`config.mk`:
```
export PLATFORM = sky130hd
export DESIGN_NAME = key_checksum_validator_flat
export DESIGN_NICKNAME = d
export VERILOG_FILES = /design/src/hdl/kcv_pkg.sv /design/src/hdl/kcv_in_if.sv /design/src/hdl/kcv_out_if.sv /design/src/hdl/kcv_cfg_if.sv /design/src/hdl/kcv_cell.sv /design/src/hdl/kcv_accum.sv /design/src/hdl/key_checksum_validator.sv /design/src/flat_wrapper.sv
export VERILOG_INCLUDE_DIRS = /design/src /design/src/hdl
export SDC_FILE = /design/constraint.sdc
export NUM_CORES = 1
export LEC_CHECK = 0
export ABC_CLOCK_PERIOD_IN_PS = 7100
export BUFFER_PORTS_ARGS = -buffer_cell sky130_fd_sc_hd__buf_2
export CAP_MARGIN = 20
export CORE_MARGIN = 2
export CORE_UTILIZATION = 40
export CTS_CLUSTER_DIAMETER = 150
export DETAILED_ROUTE_END_ITERATION = 12
export GPL_ROUTABILITY_DRIVEN = 0
export MAX_ROUTING_LAYER = met4
export PLACE_DENSITY = 0.65
export SYNTH_ARGS = -nofsm -noshare
export SYNTH_HDL_FRONTEND = slang
export SYNTH_SLANG_ARGS = --single-unit
```
`constraint.sdc`:
```
create_clock -name clk -period 7.1 [get_ports clk]
set_input_delay 0.71 -clock clk [delete_from_list [all_inputs] [get_ports clk]]
set_output_delay 0.71 -clock clk [all_outputs]
set_load 0.02 [all_outputs]
```
`src/hdl/key_checksum_validator_assert.svh`:
```
// ----------------------------------------------------------------------------
// key_checksum_validator_assert.svh
// Assertion macros for the key checksum validator RTL.
// ----------------------------------------------------------------------------
`ifndef KEY_CHECKSUM_VALIDATOR_ASSERT_SVH
`define KEY_CHECKSUM_VALIDATOR_ASSERT_SVH

// Same-cycle implication, sampled on clk, off during reset
`define KCV_ASSERT_NOW(label, ante, cons, msg) \
  label: assert property (@(posedge clk) disable iff (!rst_n) (ante) |-> (cons)) \
    else $error(msg);

// Next-cycle implication, sampled on clk, off during reset
`define KCV_ASSERT_NEXT(label, ante, cons, msg) \
  label: assert property (@(posedge clk) disable iff (!rst_n) (ante) |=> (cons)) \
    else $error(msg);

`endif

```
`src/hdl/kcv_pkg.sv`:
```
// ----------------------------------------------------------------------------
// kcv_pkg
// Types, alphabet table and helper functions for the key checksum validator.
// ----------------------------------------------------------------------------
`timescale 1ns / 1ps

package kcv_pkg;

  localparam int LEN_W  = 3;
  localparam int SUM_W  = 5;
  localparam int BYTE_W = 8;
  localparam int SYM_N  = 32;

  localparam logic [LEN_W-1:0] LEN_RESET = 3'd4;
  localparam logic [LEN_W-1:0] COUNT_MAX = 3'd7;

  // 32-symbol alphabet, index order
  localparam logic [BYTE_W-1:0] SYM_TABLE [SYM_N] = '{
    8'h30, 8'h31, 8'h32, 8'h33, 8'h34, 8'h35, 8'h36, 8'h37,
    8'h38, 8'h39, 8'h41, 8'h42, 8'h43, 8'h44, 8'h45, 8'h46,
    8'h47, 8'h48, 8'h4A, 8'h4B, 8'h4D, 8'h4E, 8'h50, 8'h51,
    8'h52, 8'h53, 8'h54, 8'h56, 8'h57, 8'h58, 8'h59, 8'h5A
  };

  // Per-cell window control
  typedef struct packed {
    logic shift;    // take neighbor byte
    logic clear;    // end of key: zero the cell
    logic capture;  // end of key: snapshot incoming byte for the verdict
  } cell_ctl_t;

  // Verdict context shared by all cells
  typedef struct packed {
    logic [LEN_W-1:0] len;
    logic [SUM_W-1:0] sum;
  } verd_ctx_t;

  // Accumulator result for the current beat
  typedef struct packed {
    logic [SUM_W-1:0] sum;
    logic             short_key;
  } acc_stat_t;

  // Byte to alphabet index, 0 when absent
  function automatic logic [SUM_W-1:0] sym_index(input logic [BYTE_W-1:0] b);
    logic [SUM_W-1:0] idx;
    idx = '0;
    for (int k = 0; k < SYM_N; k++) begin
      if (SYM_TABLE[k] == b) begin
        idx = SUM_W'(k);
      end
    end
    return idx;
  endfunction

  // Alphabet symbol at an index
  function automatic logic [BYTE_W-1:0] sym_at(input logic [SUM_W-1:0] idx);
    return SYM_TABLE[idx];
  endfunction

endpackage

```
`src/hdl/kcv_in_if.sv`:
```
// ----------------------------------------------------------------------------
// kcv_in_if
// Key byte stream channel: one key byte and last flag per beat.
// ----------------------------------------------------------------------------
`timescale 1ns / 1ps

interface kcv_in_if;
  logic       valid;
  logic       ready;
  logic [7:0] key_char;
  logic       is_last;

  modport source (output valid, output key_char, output is_last, input ready);
  modport sink   (input valid, input key_char, input is_last, output ready);
endinterface

```
`src/hdl/kcv_out_if.sv`:
```
// ----------------------------------------------------------------------------
// kcv_out_if
// Verdict channel: one verdict beat per key.
// ----------------------------------------------------------------------------
`timescale 1ns / 1ps

interface kcv_out_if;
  logic valid;
  logic ready;
  logic key_valid;
  logic too_short;

  modport source (output valid, output key_valid, output too_short, input ready);
  modport sink   (input valid, input key_valid, input too_short, output ready);
endinterface

```
`src/hdl/kcv_cfg_if.sv`:
```
// ----------------------------------------------------------------------------
// kcv_cfg_if
// Configuration write channel carrying the checksum length.
// ----------------------------------------------------------------------------
`timescale 1ns / 1ps

interface kcv_cfg_if;
  logic       valid;
  logic       ready;
  logic [2:0] check_length;

  modport source (output valid, output check_length, input ready);
  modport sink   (input valid, input check_length, output ready);
endinterface

```
`src/hdl/kcv_cell.sv`:
```
// ----------------------------------------------------------------------------
// kcv_cell
// One window cell: holds a key byte, passes it on, and checks its snapshot
// against the expected checksum symbol for its position.
// ----------------------------------------------------------------------------
`timescale 1ns / 1ps

module kcv_cell #(
  parameter int CELL_IDX = 0
) (
  input  logic                          clk,
  input  kcv_pkg::cell_ctl_t            ctl,
  input  logic [kcv_pkg::BYTE_W-1:0]    byte_in,
  output logic [kcv_pkg::BYTE_W-1:0]    byte_out,
  input  kcv_pkg::verd_ctx_t            ctx,
  output logic                          match
);

  logic [kcv_pkg::BYTE_W-1:0] byte_r;
  logic [kcv_pkg::BYTE_W-1:0] byte_nxt;
  logic [kcv_pkg::BYTE_W-1:0] snap_r;
  logic [kcv_pkg::SUM_W-1:0]  pos;
  logic                       active;

  // window byte: clear at end of key, else shift
  always_comb begin
    byte_nxt = byte_r;
    if (ctl.clear) begin
      byte_nxt = '0;
    end else if (ctl.shift) begin
      byte_nxt = byte_in;
    end
  end

  always_ff @(posedge clk) begin
    byte_r <= byte_nxt;
    if (ctl.capture) begin
      snap_r <= byte_in;
    end
  end

  assign byte_out = byte_r;

  // checksum position i = len-1-cell, symbol at (sum - i) mod 32
  assign active = kcv_pkg::LEN_W'(CELL_IDX) < ctx.len;
  assign pos    = ctx.sum + kcv_pkg::SUM_W'(CELL_IDX) + 5'd1
                - {2'b00, ctx.len};
  assign match  = !active || (snap_r == kcv_pkg::sym_at(pos));

endmodule

```
`src/hdl/kcv_accum.sv`:
```
// ----------------------------------------------------------------------------
// kcv_accum
// Running checksum sum, data parity and byte count for the key in flight.
// ----------------------------------------------------------------------------
`timescale 1ns / 1ps

module kcv_accum (
  input  logic                       clk,
  input  logic                       rst_n,
  input  logic                       fire,
  input  logic                       last,
  input  logic [kcv_pkg::LEN_W-1:0]  len,
  input  logic [kcv_pkg::BYTE_W-1:0] ch,
  input  logic [kcv_pkg::BYTE_W-1:0] tap,
  output kcv_pkg::acc_stat_t         stat
);

  logic [kcv_pkg::SUM_W-1:0]  sum_r, sum_nxt, sum_new;
  logic                       parity_r, parity_nxt;
  logic [kcv_pkg::LEN_W-1:0]  count_r, count_nxt, count_new;
  logic                       have_data;
  logic [kcv_pkg::BYTE_W-1:0] data_byte;
  logic [kcv_pkg::SUM_W-1:0]  idx, weighted;

  // a byte leaves the window into the data part
  assign have_data = (len == '0) || (count_r >= len);
  assign data_byte = (len == '0) ? ch : tap;
  assign idx       = kcv_pkg::sym_index(data_byte);
  assign weighted  = parity_r ? idx : {idx[kcv_pkg::SUM_W-2:0], 1'b0};
  assign sum_new   = have_data ? (sum_r + weighted) : sum_r;
  assign count_new = (count_r == kcv_pkg::COUNT_MAX) ? count_r : count_r + 3'd1;

  // next state: clear after the last byte
  always_comb begin
    sum_nxt    = sum_r;
    parity_nxt = parity_r;
    count_nxt  = count_r;
    if (fire) begin
      if (last) begin
        sum_nxt    = '0;
        parity_nxt = 1'b0;
        count_nxt  = '0;
      end else begin
        sum_nxt    = sum_new;
        parity_nxt = parity_r ^ have_data;
        count_nxt  = count_new;
      end
    end
  end

  always_ff @(posedge clk) begin
    if (!rst_n) begin
      sum_r    <= '0;
      parity_r <= 1'b0;
      count_r  <= '0;
    end else begin
      sum_r    <= sum_nxt;
      parity_r <= parity_nxt;
      count_r  <= count_nxt;
    end
  end

  assign stat.sum       = sum_new;
  assign stat.short_key = count_new < len;

endmodule

```
`src/hdl/key_checksum_validator.sv`:
```
// Throughput: one key byte per cycle, keys back to back, unless a verdict waits
//   on a stalled output; set by the window shift and the single-step sum update.
// Output: registered verdict stage behind a snapshot stage, taken while stalled.
// Reset: synchronous, active low; clears sum, count, parity and stage valids,
//   check_length returns to 4. No clearing pass.
// ----------------------------------------------------------------------------
// key_checksum_validator
// Streams key bytes through a row of window cells and gives a checksum
// verdict at the end of each key.
// ----------------------------------------------------------------------------
`timescale 1ns / 1ps

`include "key_checksum_validator_assert.svh"

module key_checksum_validator #(
  parameter int MAX_CHECK_LEN = 7
) (
  input  logic        clk,
  input  logic        rst_n,
  kcv_in_if.sink      in_bus,
  kcv_out_if.source   out_bus,
  kcv_cfg_if.sink     cfg_bus
);

  localparam int IDX_W = (MAX_CHECK_LEN > 1) ? $clog2(MAX_CHECK_LEN) : 1;

  logic [kcv_pkg::LEN_W-1:0]  check_len_r;
  logic [kcv_pkg::LEN_W-1:0]  len;
  logic [kcv_pkg::LEN_W-1:0]  len_m1;
  logic                       in_fire;
  logic                       in_last;
  kcv_pkg::cell_ctl_t         ctl;
  kcv_pkg::verd_ctx_t         snap_ctx_r;
  kcv_pkg::acc_stat_t         stat;
  logic                       snap_v_r, snap_v_nxt;
  logic                       snap_short_r;
  logic                       move;
  logic                       out_v_r, out_v_nxt;
  logic                       out_key_valid_r;
  logic                       out_too_short_r;
  logic [kcv_pkg::BYTE_W-1:0] win   [MAX_CHECK_LEN];
  logic [MAX_CHECK_LEN-1:0]   match;
  logic [kcv_pkg::BYTE_W-1:0] tap;

  // configuration register, writes always taken
  assign cfg_bus.ready = 1'b1;

  always_ff @(posedge clk) begin
    if (!rst_n) begin
      check_len_r <= kcv_pkg::LEN_RESET;
    end else if (cfg_bus.valid) begin
      check_len_r <= cfg_bus.check_length;
    end
  end

  assign len = (check_len_r > kcv_pkg::LEN_W'(MAX_CHECK_LEN))
             ? kcv_pkg::LEN_W'(MAX_CHECK_LEN) : check_len_r;

  // input handshake
  assign move         = snap_v_r && (!out_v_r || out_bus.ready);
  assign in_bus.ready = !snap_v_r || move;
  assign in_fire      = in_bus.valid && in_bus.ready;
  assign in_last      = in_fire && in_bus.is_last;

  assign ctl.shift   = in_fire;
  assign ctl.clear   = in_last;
  assign ctl.capture = in_last;

  // row of window cells, newest in cell 0
  for (genvar j = 0; j < MAX_CHECK_LEN; j++) begin : g_cell
    logic [kcv_pkg::BYTE_W-1:0] nb_in;
    if (j == 0) begin : g_head
      assign nb_in = in_bus.key_char;
    end else begin : g_body
      assign nb_in = win[j-1];
    end
    kcv_cell #(.CELL_IDX(j)) u_cell (
      .clk      (clk),
      .ctl      (ctl),
      .byte_in  (nb_in),
      .byte_out (win[j]),
      .ctx      (snap_ctx_r),
      .match    (match[j])
    );
  end

  // oldest window byte within the checksum length
  assign len_m1 = len - 3'd1;
  assign tap    = win[len_m1[IDX_W-1:0]];

  kcv_accum u_accum (
    .clk   (clk),
    .rst_n (rst_n),
    .fire  (in_fire),
    .last  (in_last),
    .len   (len),
    .ch    (in_bus.key_char),
    .tap   (tap),
    .stat  (stat)
  );

  // snapshot stage: sum, length and short flag at end of key
  always_comb begin
    snap_v_nxt = snap_v_r;
    if (in_last) begin
      snap_v_nxt = 1'b1;
    end else if (move) begin
      snap_v_nxt = 1'b0;
    end
  end

  always_ff @(posedge clk) begin
    if (!rst_n) begin
      snap_v_r <= 1'b0;
    end else begin
      snap_v_r <= snap_v_nxt;
    end
    if (in_last) begin
      snap_ctx_r.len <= len;
      snap_ctx_r.sum <= stat.sum;
      snap_short_r   <= stat.short_key;
    end
  end

  // verdict output register
  always_comb begin
    out_v_nxt = out_v_r;
    if (move) begin
      out_v_nxt = 1'b1;
    end else if (out_bus.ready) begin
      out_v_nxt = 1'b0;
    end
  end

  always_ff @(posedge clk) begin
    if (!rst_n) begin
      out_v_r <= 1'b0;
    end else begin
      out_v_r <= out_v_nxt;
    end
    if (move) begin
      out_key_valid_r <= !snap_short_r && (&match);
      out_too_short_r <= snap_short_r;
    end
  end

  assign out_bus.valid     = out_v_r;
  assign out_bus.key_valid = out_key_valid_r;
  assign out_bus.too_short = out_too_short_r;

  // checks
  `KCV_ASSERT_NOW(a_short_not_valid, out_v_r, !(out_key_valid_r && out_too_short_r), "short key reported valid")
  `KCV_ASSERT_NEXT(a_last_snaps, in_last, snap_v_r, "end of key not captured")
  `KCV_ASSERT_NEXT(a_snap_holds, snap_v_r && !move, snap_v_r && $stable(snap_ctx_r), "pending verdict lost")

endmodule

```
`src/flat_wrapper.sv`:
```
// flat-port wrapper written by rule: the top's interface ports become plain ports
module key_checksum_validator_flat 
#(
  parameter int MAX_CHECK_LEN = 7
)
  (clk, rst_n, in_bus_valid, in_bus_key_char, in_bus_is_last, in_bus_ready, out_bus_valid, out_bus_key_valid, out_bus_too_short, out_bus_ready, cfg_bus_valid, cfg_bus_check_length, cfg_bus_ready);
  kcv_in_if in_bus_i ();
  kcv_out_if out_bus_i ();
  kcv_cfg_if cfg_bus_i ();
  input  logic clk;
  input  logic rst_n;
  input wire logic [$bits(in_bus_i.valid)-1:0] in_bus_valid;
  input wire logic [$bits(in_bus_i.key_char)-1:0] in_bus_key_char;
  input wire logic [$bits(in_bus_i.is_last)-1:0] in_bus_is_last;
  output wire logic [$bits(in_bus_i.ready)-1:0] in_bus_ready;
  output wire logic [$bits(out_bus_i.valid)-1:0] out_bus_valid;
  output wire logic [$bits(out_bus_i.key_valid)-1:0] out_bus_key_valid;
  output wire logic [$bits(out_bus_i.too_short)-1:0] out_bus_too_short;
  input wire logic [$bits(out_bus_i.ready)-1:0] out_bus_ready;
  input wire logic [$bits(cfg_bus_i.valid)-1:0] cfg_bus_valid;
  input wire logic [$bits(cfg_bus_i.check_length)-1:0] cfg_bus_check_length;
  output wire logic [$bits(cfg_bus_i.ready)-1:0] cfg_bus_ready;
  assign in_bus_i.valid = in_bus_valid;
  assign in_bus_i.key_char = in_bus_key_char;
  assign in_bus_i.is_last = in_bus_is_last;
  assign in_bus_ready = in_bus_i.ready;
  assign out_bus_valid = out_bus_i.valid;
  assign out_bus_key_valid = out_bus_i.key_valid;
  assign out_bus_too_short = out_bus_i.too_short;
  assign out_bus_i.ready = out_bus_ready;
  assign cfg_bus_i.valid = cfg_bus_valid;
  assign cfg_bus_i.check_length = cfg_bus_check_length;
  assign cfg_bus_ready = cfg_bus_i.ready;
  key_checksum_validator #(.MAX_CHECK_LEN(MAX_CHECK_LEN)) u_core (.clk(clk), .rst_n(rst_n), .in_bus(in_bus_i), .out_bus(out_bus_i), .cfg_bus(cfg_bus_i));
endmodule
```
==> results_tabular.tex, run 1 <==
\begin{tabular}{lr}
\hline
Metric & Value \\
\hline
\multicolumn{2}{l}{\textbf{Finish}} \\
\quad Fraction of final layout cells with drive strength greater than 1 & 0.107 \\
\quad Filler cells & 2297 \\
\quad Signed area change from the synthesized netlist to the final layout & 9.16\% \\
\quad Post-route cell area & 10700 um\^{}2 \\
\quad Antenna diodes & 0 \\
\quad Utilization after layout & 0.442 \\
\quad Final-stage net count & 1138 \\
\quad Post-layout instance count excluding filler cells & 1378 \\
\quad Multi-input gate area & 5920 um\^{}2 \\
\quad Storage element area & 3410 um\^{}2 \\
\multicolumn{2}{l}{\textbf{STA}} \\
\quad Shortest period the worst path allows & 4.90 ns \\
\quad Max Clock Freq & 204 MHz \\
\quad Slew of the pin with the lowest slew margin & 0.971 ns \\
\quad Setup repair after global routing missed its margin & false \\
\quad Final Worst Setup Slack & 2.20 ns \\
\quad Worst slew margin relative to its limit & 0.352 \\
\quad Number of setup violations in the final report & 0 \\
\quad Final worst path period share & 0.689 \\
\quad Fin. max-slew vios & 0 \\
\quad Worst Hold Slack & 0.453 ns \\
\quad Final hold violation count & 0 \\
\quad Sum of negative setup slack & 0 ns \\
\quad Clk\_skew & 0.00779 ns \\
\multicolumn{2}{l}{\textbf{Power and ir drop}} \\
\quad Leakage component of the power & 4.07 nW \\
\quad VDD IR max & 0.122 mV \\
\quad P per Cell Area & 226 nW/um\^{}2 \\
\quad Sum of internal, switching and leakage power & 2.42 mW \\
\multicolumn{2}{l}{\textbf{Clock network}} \\
\quad Clk Tree Root Cell & sky130\_fd\_sc\_hd\_\_clkbuf\_16 \\
\quad Total clock sinks & 137 \\
\quad Insertion delay of the later-clocked pin in the worst-skew pair & 0.40 ns \\
\quad Total number of H-tree levels & 4 \\
\quad Buffer depth of the longest clock path & 2 \\
\quad Hold-fix buffer count after cts & 0 \\
\quad Setup bufs post-CTS & 0 \\
\quad Number of resized instances in the post-cts repair step & 0 \\
\quad CTS Buf Count & 17 \\
\quad TritonCTS clock tree & built \\
\quad Clock-pin slew of the registers on the worst-case setup and hold paths & 0.06 ns \\
\multicolumn{2}{l}{\textbf{Yosys}} \\
\quad Cells after synthesis & 1051 \\
\quad Count of warnings emitted by yosys & 0 \\
\quad Flop and latch count out of synthesis & 137 \\
\quad Mean Syn Cell Area & 9.32 um\^{}2 \\
\quad Synth unique cells & 89 \\
\quad Synth async-reset ratio & 0 \\
\quad Net count of the mapped netlist & 1148 \\
\quad Synthesized cell area & 9790 um\^{}2 \\
\quad Top FF cell, synth & sky130\_fd\_sc\_hd\_\_dfxtp\_1 \\
\quad Count of flip-flops with a built-in enable after synthesis & 67 \\
\quad Share of synthesized area occupied by flip-flops and latches & 0.348 \\
\multicolumn{2}{l}{\textbf{Drt}} \\
\quad Number of nets with antenna violations after routing & 0 \\
\quad Post-route DRC violation count & 0 \\
\quad Drt total wl & 22700 um \\
\quad Number of search-and-repair iterations in the first detailed-routing pass & 5 \\
\quad Number of design-rule violations left by the first detailed-router iteration & 561 \\
\quad Routed len/inst & 16.5 um \\
\quad Vias per std cell & 5.49 \\
\quad Total number of vias & 7567 \\
\multicolumn{2}{l}{\textbf{Setup path}} \\
\quad Arrival @ worst endpoint & 5.17 ns \\
\quad Worst setup path category & register to register \\
\quad Critical path peak fanout & 14 \\
\quad Reg2Reg Depth & 14 \\
\quad Kind of launch point of the worst setup path & register \\
\quad Type of element capturing the critical path & register \\
\quad Endpoint required time on the critical path & 7.38 ns \\
\multicolumn{2}{l}{\textbf{Floorplanning}} \\
\quad Die area & 25800 um\^{}2 \\
\quad Die Width & 160 um \\
\quad Die Ht & 160 um \\
\quad I/O Pins & 22 \\
\quad Num rows & 57 \\
\quad Standard cell core area & 24200 um\^{}2 \\
\quad Initial cell density of the core & 0.405 \\
\multicolumn{2}{l}{\textbf{Global route}} \\
\quad Vias in the first global route & 6922 \\
\quad Total congestion overflow & 0 \\
\quad First-pass GRT wire length & 37200 um \\
\quad Aggregate global-route resource usage & 0.184 \\
\quad Pin count of the biggest net entering global routing & 123 \\
\quad Initial antenna violation count & 0 \\
\multicolumn{2}{l}{\textbf{Flow run}} \\
\quad \# Max-Cap Violations & 0 \\
\multicolumn{2}{l}{\textbf{Placed design}} \\
\quad Placed instance area & 10100 um\^{}2 \\
\quad Worst Setup Slack post-DPL & 2.17 ns \\
\quad Hpwl dp & 16600 um \\
\quad Number of placed instances, taps included & 1343 \\
\quad Count of input and output buffers & 20 \\
\multicolumn{2}{l}{\textbf{Worst hold path}} \\
\quad Worst hold path type & register to register \\
\quad Worst hold path cell count & 2 \\
\multicolumn{2}{l}{\textbf{Run status}} \\
\quad Status & finished, final reports clean \\
\hline
\end{tabular}
kinds of logic after synthesis:
kind of cell	Yosys count	share of synthesized area
flops	137	0.348
compound gates	274	0.182
buf+inv	108	0.0474
mux	56	0.0797
fa+ha+maj	80	0.108
simple gates	338	0.176
other cells	1	0.000383
xor+xnor	57	0.0571
cell type report:
cell class / count / area share
multi-input cells: 806 / 0.554
flip-flops and latches: 137 / 0.319
clock buffers: 18 / 0.0401
well taps: 324 / 0.0379
inverters: 51 / 0.0179
repair buffers: 28 / 0.0169
clock inverters: 14 / 0.0138
worst max-delay path: stages (launching register included):
cell                       delay, ns
sky130_fd_sc_hd__edfxtp_1       0.52
sky130_fd_sc_hd__ha_1           0.34
sky130_fd_sc_hd__xor2_1         0.17
sky130_fd_sc_hd__ha_1           0.45
sky130_fd_sc_hd__inv_1          0.12
sky130_fd_sc_hd__fa_1           0.47
sky130_fd_sc_hd__xor2_1         0.77
sky130_fd_sc_hd__a21oi_1        0.15
sky130_fd_sc_hd__a21boi_0       0.16
sky130_fd_sc_hd__a222oi_1       0.42
sky130_fd_sc_hd__xor2_1         0.11
sky130_fd_sc_hd__nor4_1         0.38
sky130_fd_sc_hd__nand4_1        0.22
sky130_fd_sc_hd__nor4_1         0.32
sky130_fd_sc_hd__o22a_1         0.16
sequential cells by signal, summed over array words and instances, names as in the netlist:
| name | flops |
|---|---|
| u_core.snap_short_r | 1 |
| u_core.snap_ctx_r | 8 |
| u_core.out_bus.key_valid | 1 |
| u_core.g_cell.u_cell.snap_r | 56 |
| u_core.out_bus.valid | 1 |
| u_core.u_accum.sum_r | 5 |
| u_core.u_accum.parity_r | 1 |
| u_core.check_len_r | 3 |
| u_core.g_cell.u_cell.byte_out | 56 |
| u_core.u_accum.count_r | 3 |
| u_core.out_bus.too_short | 1 |
| u_core.snap_v_r | 1 |
power breakdown:
| group | internal [mW] | switching, mW |
|---|---|---|
| logic | 0.271 | 0.394 |
| registers | 0.864 | 0.0403 |
| clock network | 0.518 | 0.334 |
| total | 1.65 | 0.769 |
routing by layer:
layer,up-vias,track usage,share of wire
met4,0,0.0446,0.014
met1,3582,0.264,0.50
met2,157,0.277,0.45
met3,21,0.0217,0.036
li1,3807,-,-
met5,-,-,0
cells in the mapped netlist (all sizes together) (13+ instances only):
cell    number  area [um^2]
nand2      118          445
o21ai      100          500
ha          72          901
dfxtp       70         1400
edfxtp      67         2010
nand2b      63          402
inv         50          188
nor2        49          184
a21oi       45          225
clkbuf      40          151
xnor2       30          308
mux2i       27          270
xor2        27          251
nor3        25          130
a31oi       19          119
buf         17          121
mux4        16          360
nand3       16         80.1
mux2        13          150
cells in the final DEF, fill, tap and decap left out, types with 5 or more instances in the layout:
master / netlist / routed
sky130_fd_sc_hd__o21ai_0: 98 / 98
sky130_fd_sc_hd__o211ai_1: 6 / 6
sky130_fd_sc_hd__buf_2: 7 / 20
sky130_fd_sc_hd__nor2b_1: 7 / 7
sky130_fd_sc_hd__buf_4: 5 / 7
sky130_fd_sc_hd__a21o_1: 10 / 10
sky130_fd_sc_hd__nand3b_1: 11 / 11
sky130_fd_sc_hd__edfxtp_1: 67 / 67
sky130_fd_sc_hd__nor2_1: 49 / 49
sky130_fd_sc_hd__nor3_1: 24 / 24
sky130_fd_sc_hd__fa_1: 8 / 8
sky130_fd_sc_hd__xor2_1: 25 / 25
sky130_fd_sc_hd__a22oi_1: 11 / 11
sky130_fd_sc_hd__o21a_1: 7 / 7
sky130_fd_sc_hd__nand3_1: 16 / 16
sky130_fd_sc_hd__o31ai_1: 5 / 5
sky130_fd_sc_hd__nand2b_1: 62 / 62
sky130_fd_sc_hd__mux2i_1: 27 / 27
sky130_fd_sc_hd__dfxtp_1: 70 / 70
sky130_fd_sc_hd__mux4_2: 16 / 16
sky130_fd_sc_hd__a31oi_1: 19 / 19
sky130_fd_sc_hd__clkbuf_16: 0 / 17
sky130_fd_sc_hd__a211oi_1: 10 / 10
sky130_fd_sc_hd__nand2_1: 117 / 116
sky130_fd_sc_hd__inv_1: 49 / 48
sky130_fd_sc_hd__ha_1: 72 / 72
sky130_fd_sc_hd__xnor2_1: 27 / 27
sky130_fd_sc_hd__a21oi_1: 45 / 45
sky130_fd_sc_hd__mux2_2: 12 / 12
sky130_fd_sc_hd__o22ai_1: 8 / 8
sky130_fd_sc_hd__nor4_1: 5 / 5
sky130_fd_sc_hd__nand4_1: 10 / 10
final timing paths:
check	slack (ns)	to	startpoint
setup / recovery	2.20	u_core.out_bus.key_valid	u_core.snap_ctx_r[0]
hold reg to reg	0.45	u_core.g_cell[6].u_cell.byte_out[6]	u_core.g_cell[6].u_cell.byte_out[6]
setup reg to reg	2.20	u_core.out_bus.key_valid	u_core.snap_ctx_r[0]
hold / removal	0.45	u_core.g_cell[6].u_cell.byte_out[6]	u_core.g_cell[6].u_cell.byte_out[6]
Note: power is estimated with default switching activity, not from simulation.
==> run 2, diff against run 1 <==
--- a/config.mk
+++ b/config.mk
@@ -6,7 +6,7 @@
 export SDC_FILE = /design/constraint.sdc
 export NUM_CORES = 1
 export LEC_CHECK = 0
-export ABC_CLOCK_PERIOD_IN_PS = 7100
+export ABC_CLOCK_PERIOD_IN_PS = 4640
 export BUFFER_PORTS_ARGS = -buffer_cell sky130_fd_sc_hd__buf_2
 export CAP_MARGIN = 20
 export CORE_MARGIN = 2
==> constraint.sdc (replaced) <==
create_clock -name clk -period 4.64 [get_ports clk]
set_input_delay 0.464 -clock clk [delete_from_list [all_inputs] [get_ports clk]]
set_output_delay 0.464 -clock clk [all_outputs]
set_load 0.02 [all_outputs]
==> run 2 against run 1 <==
Effect of this change: sequential share of layout area shrank 0.66 points; die area did not move; highest routed layer unchanged; core utilization up 0.95 points; total power up 53%; via count increased by 2.1%; wire length rose by 0.62%; critical path depth is 2 higher; first-iteration DRC count shrank 12%; largest power group unchanged; global-route usage increased by 0.32 points.
==> results_tabular.tex, run 2 (synthesized netlist as in run 1, its figures left out) <==
\begin{tabular}{lr}
\hline
Metric & Value \\
\hline
\multicolumn{2}{l}{\textbf{Finish}} \\
\quad Final-stage net count & 1162 (+2.1\%) \\
\quad Utilization after layout & 0.452 (+0.00952) \\
\quad Post-route cell area & 10900 um\^{}2 (+2.2\%) \\
\quad Antenna diodes & 0 (unchanged) \\
\quad Signed area change from the synthesized netlist to the final layout & 11.5\% \\
\quad Filler cells & 2309 (+0.52\%) \\
\quad Storage element area & 3410 um\^{}2 (about the same) \\
\quad Commonest cells after routing, fill and taps aside & sky130\_fd\_sc\_hd\_\_nand2\_1, sky130\_fd\_sc\_hd\_\_o21ai\_0, sky130\_fd\_sc\_hd\_\_ha\_1 \\
\quad Most common cell after layout, fill and taps aside & sky130\_fd\_sc\_hd\_\_nand2\_1 \\
\quad Fraction of final layout cells with drive strength greater than 1 & 0.135 (+0.0273) \\
\quad Multi-input gate area & 5970 um\^{}2 (+0.76\%) \\
\multicolumn{2}{l}{\textbf{Power and ir drop}} \\
\quad VDD IR max & 0.267 mV (+120\%) \\
\quad P per Cell Area & 339 nW/um\^{}2 (+50\%) \\
\quad Sum of internal, switching and leakage power & 3.71 mW (+53\%) \\
\quad Leakage component of the power & 4.19 nW (+3.0\%) \\
\multicolumn{2}{l}{\textbf{Floorplanning}} \\
\quad Num rows & 57 (unchanged) \\
\quad Die Ht & 160 um (unchanged) \\
\quad Die area & 25800 um\^{}2 (unchanged) \\
\quad Die Width & 160 um (unchanged) \\
\quad I/O Pins & 22 (unchanged) \\
\quad Initial cell density of the core & 0.405 (unchanged) \\
\quad Standard cell core area & 24200 um\^{}2 (unchanged) \\
\multicolumn{2}{l}{\textbf{Setup path}} \\
\quad Endpoint required time on the critical path & 4.93 ns (-2.45 ns) \\
\quad R2R Path End & u\_core.out\_bus.key\_valid \\
\quad Kind of launch point of the worst setup path & register \\
\quad Startpoint of the lowest-slack register-to-register path & u\_core.snap\_ctx\_r[1] \\
\quad Reg2Reg Depth & 16 (+2) \\
\quad Critical path peak fanout & 8 (-6) \\
\quad Type of element capturing the critical path & register \\
\quad Arrival @ worst endpoint & 4.69 ns (-0.48 ns) \\
\quad Setup slack on the worst flop-to-flop path & 0.24 ns (-1.97 ns) \\
\quad Worst setup path category & register to register \\
\multicolumn{2}{l}{\textbf{Clock network}} \\
\quad Total number of H-tree levels & 4 (unchanged) \\
\quad CTS Buf Count & 17 (unchanged) \\
\quad Hold-fix buffer count after cts & 0 (unchanged) \\
\quad Clk Tree Root Cell & sky130\_fd\_sc\_hd\_\_clkbuf\_16 \\
\quad TritonCTS clock tree & built \\
\quad Clock-pin slew of the registers on the worst-case setup and hold paths & 0.07 ns (about the same) \\
\quad Total clock sinks & 137 (unchanged) \\
\quad Insertion delay of the later-clocked pin in the worst-skew pair & 0.42 ns (+0.02 ns) \\
\quad Buffer depth of the longest clock path & 2 (unchanged) \\
\multicolumn{2}{l}{\textbf{Global route}} \\
\quad Pin count of the biggest net entering global routing & 123 (unchanged) \\
\quad Initial antenna violation count & 0 (unchanged) \\
\quad Vias in the first global route & 7163 (+3.5\%) \\
\quad Total congestion overflow & 0 (unchanged) \\
\quad Aggregate global-route resource usage & 0.187 (+0.00321) \\
\quad First-pass GRT wire length & 37500 um (+0.72\%) \\
\multicolumn{2}{l}{\textbf{STA}} \\
\quad Final hold violation count & 0 (unchanged) \\
\quad Final worst path period share & 0.949 (+0.260) \\
\quad Max Clock Freq & 227 MHz (+11\%) \\
\quad Clk\_skew & 0.0150 ns (+0.00718 ns) \\
\quad Shortest period the worst path allows & 4.40 ns (-0.491 ns) \\
\quad Worst slew margin relative to its limit & 0.536 (+0.185) \\
\quad Fin. max-slew vios & 0 (unchanged) \\
\quad Slew of the pin with the lowest slew margin & 0.695 ns (-0.276 ns) \\
\quad Worst Hold Slack & 0.257 ns (-0.197 ns) \\
\quad Setup repair after global routing missed its margin & true \\
\quad Number of setup violations in the final report & 0 (unchanged) \\
\multicolumn{2}{l}{\textbf{Placed design}} \\
\quad Hpwl dp & 17000 um (+2.3\%) \\
\quad Placed instance area & 10300 um\^{}2 (+2.1\%) \\
\quad Count of input and output buffers & 20 (unchanged) \\
\multicolumn{2}{l}{\textbf{Drt}} \\
\quad Number of search-and-repair iterations in the first detailed-routing pass & 5 (unchanged) \\
\quad Vias per std cell & 5.51 (+0.31\%) \\
\quad Routed len/inst & 16.3 um (-1.1\%) \\
\quad Drt total wl & 22900 um (+0.62\%) \\
\quad Number of design-rule violations left by the first detailed-router iteration & 494 (-12\%) \\
\quad Post-route DRC violation count & 0 (unchanged) \\
\quad Total number of vias & 7723 (+2.1\%) \\
\quad Number of nets with antenna violations after routing & 0 (unchanged) \\
\multicolumn{2}{l}{\textbf{Worst hold path}} \\
\quad Worst hold path cell count & 3 (+1) \\
\quad Worst hold path type & input pin to register \\
\quad Launch instance of the worst min-delay path & cfg\_bus\_check\_length[2] \\
\quad Worst Hold End & u\_core.check\_len\_r[2] \\
\multicolumn{2}{l}{\textbf{Flow run}} \\
\quad \# Max-Cap Violations & 0 (unchanged) \\
\multicolumn{2}{l}{\textbf{Run status}} \\
\quad Status & finished, final reports clean \\
\hline
\end{tabular}
==> run 2: stage by stage <==
| stage | setup TNS (ns) | std cells | setup WS (ns) |
|---|---|---|---|
| after floorplan | 0 | 1051 | 0.573 |
| after global placement | 0 | 1368 | 0.258 |
| after detailed placement | 0 | 1368 | 0.156 |
| after CTS | 0 | 1400 | 0.116 |
| after global routing | -0.0831 | 1402 | -0.0831 |
| final | 0 | 1402 | 0.236 |
==> run 2: critical path: stages, from the launching register on <==
cell	delay [ns]
sky130_fd_sc_hd__edfxtp_1	0.49
sky130_fd_sc_hd__ha_2	0.29
sky130_fd_sc_hd__xor2_1	0.17
sky130_fd_sc_hd__ha_1	0.22
sky130_fd_sc_hd__inv_1	0.06
sky130_fd_sc_hd__ha_1	0.35
sky130_fd_sc_hd__and3b_1	0.32
sky130_fd_sc_hd__o31ai_2	0.10
sky130_fd_sc_hd__nand4_1	0.22
sky130_fd_sc_hd__buf_4	0.16
sky130_fd_sc_hd__nand2_1	0.08
sky130_fd_sc_hd__or4b_1	0.51
sky130_fd_sc_hd__a2111o_1	0.39
sky130_fd_sc_hd__nor4_2	0.20
sky130_fd_sc_hd__nand4_1	0.23
sky130_fd_sc_hd__nor4_1	0.33
sky130_fd_sc_hd__o22a_1	0.17
==> run 2: final cells by class <==
type | count | share of cell area
tap | 324 | 0.0371
timing repair buffer | 52 | 0.0353
sequential | 137 | 0.313
multi-input combinational | 806 | 0.547
clock buffer | 17 | 0.0390
clock inverter | 15 | 0.0119
inverter | 51 | 0.0175
==> run 2: power by group <==
| group | internal, mW | total [mW] | switching (mW) |
|---|---|---|---|
| clock network | 0.703 | 1.26 | 0.562 |
| logic | 0.448 | 1.07 | 0.624 |
| registers | 1.32 | 1.37 | 0.0502 |
==> run 2: how the worst max path moves through the flow <==
stage	from	end	slack, ns
final	u_core.snap_ctx_r[1]	u_core.out_bus.key_valid	0.24
after global routing	u_core.snap_ctx_r[1]	u_core.out_bus.key_valid	-0.08
after CTS	u_core.snap_ctx_r[1]	u_core.out_bus.key_valid	0.12
after detailed placement	u_core.snap_ctx_r[1]	u_core.out_bus.key_valid	0.16
after global placement	u_core.snap_ctx_r[1]	u_core.out_bus.key_valid	0.26
after floorplan	u_core.snap_ctx_r[0]	u_core.out_bus.key_valid	0.57
==> run 2: repair_timing <==
action	4_1_cts	5_1_grt
resized for setup	0	8
setup buffers	0	1
setup endpoints to repair	0	2
==> run 2: metal layers <==
layer / track usage / routed length [um] / vias up
met5: - / 0 / -
met4: 0.0459 / 328 / 0
met3: 0.0220 / 794 / 28
met2: 0.301 / 10800 / 170
met1: 0.253 / 11000 / 3671
li1: - / - / 3854
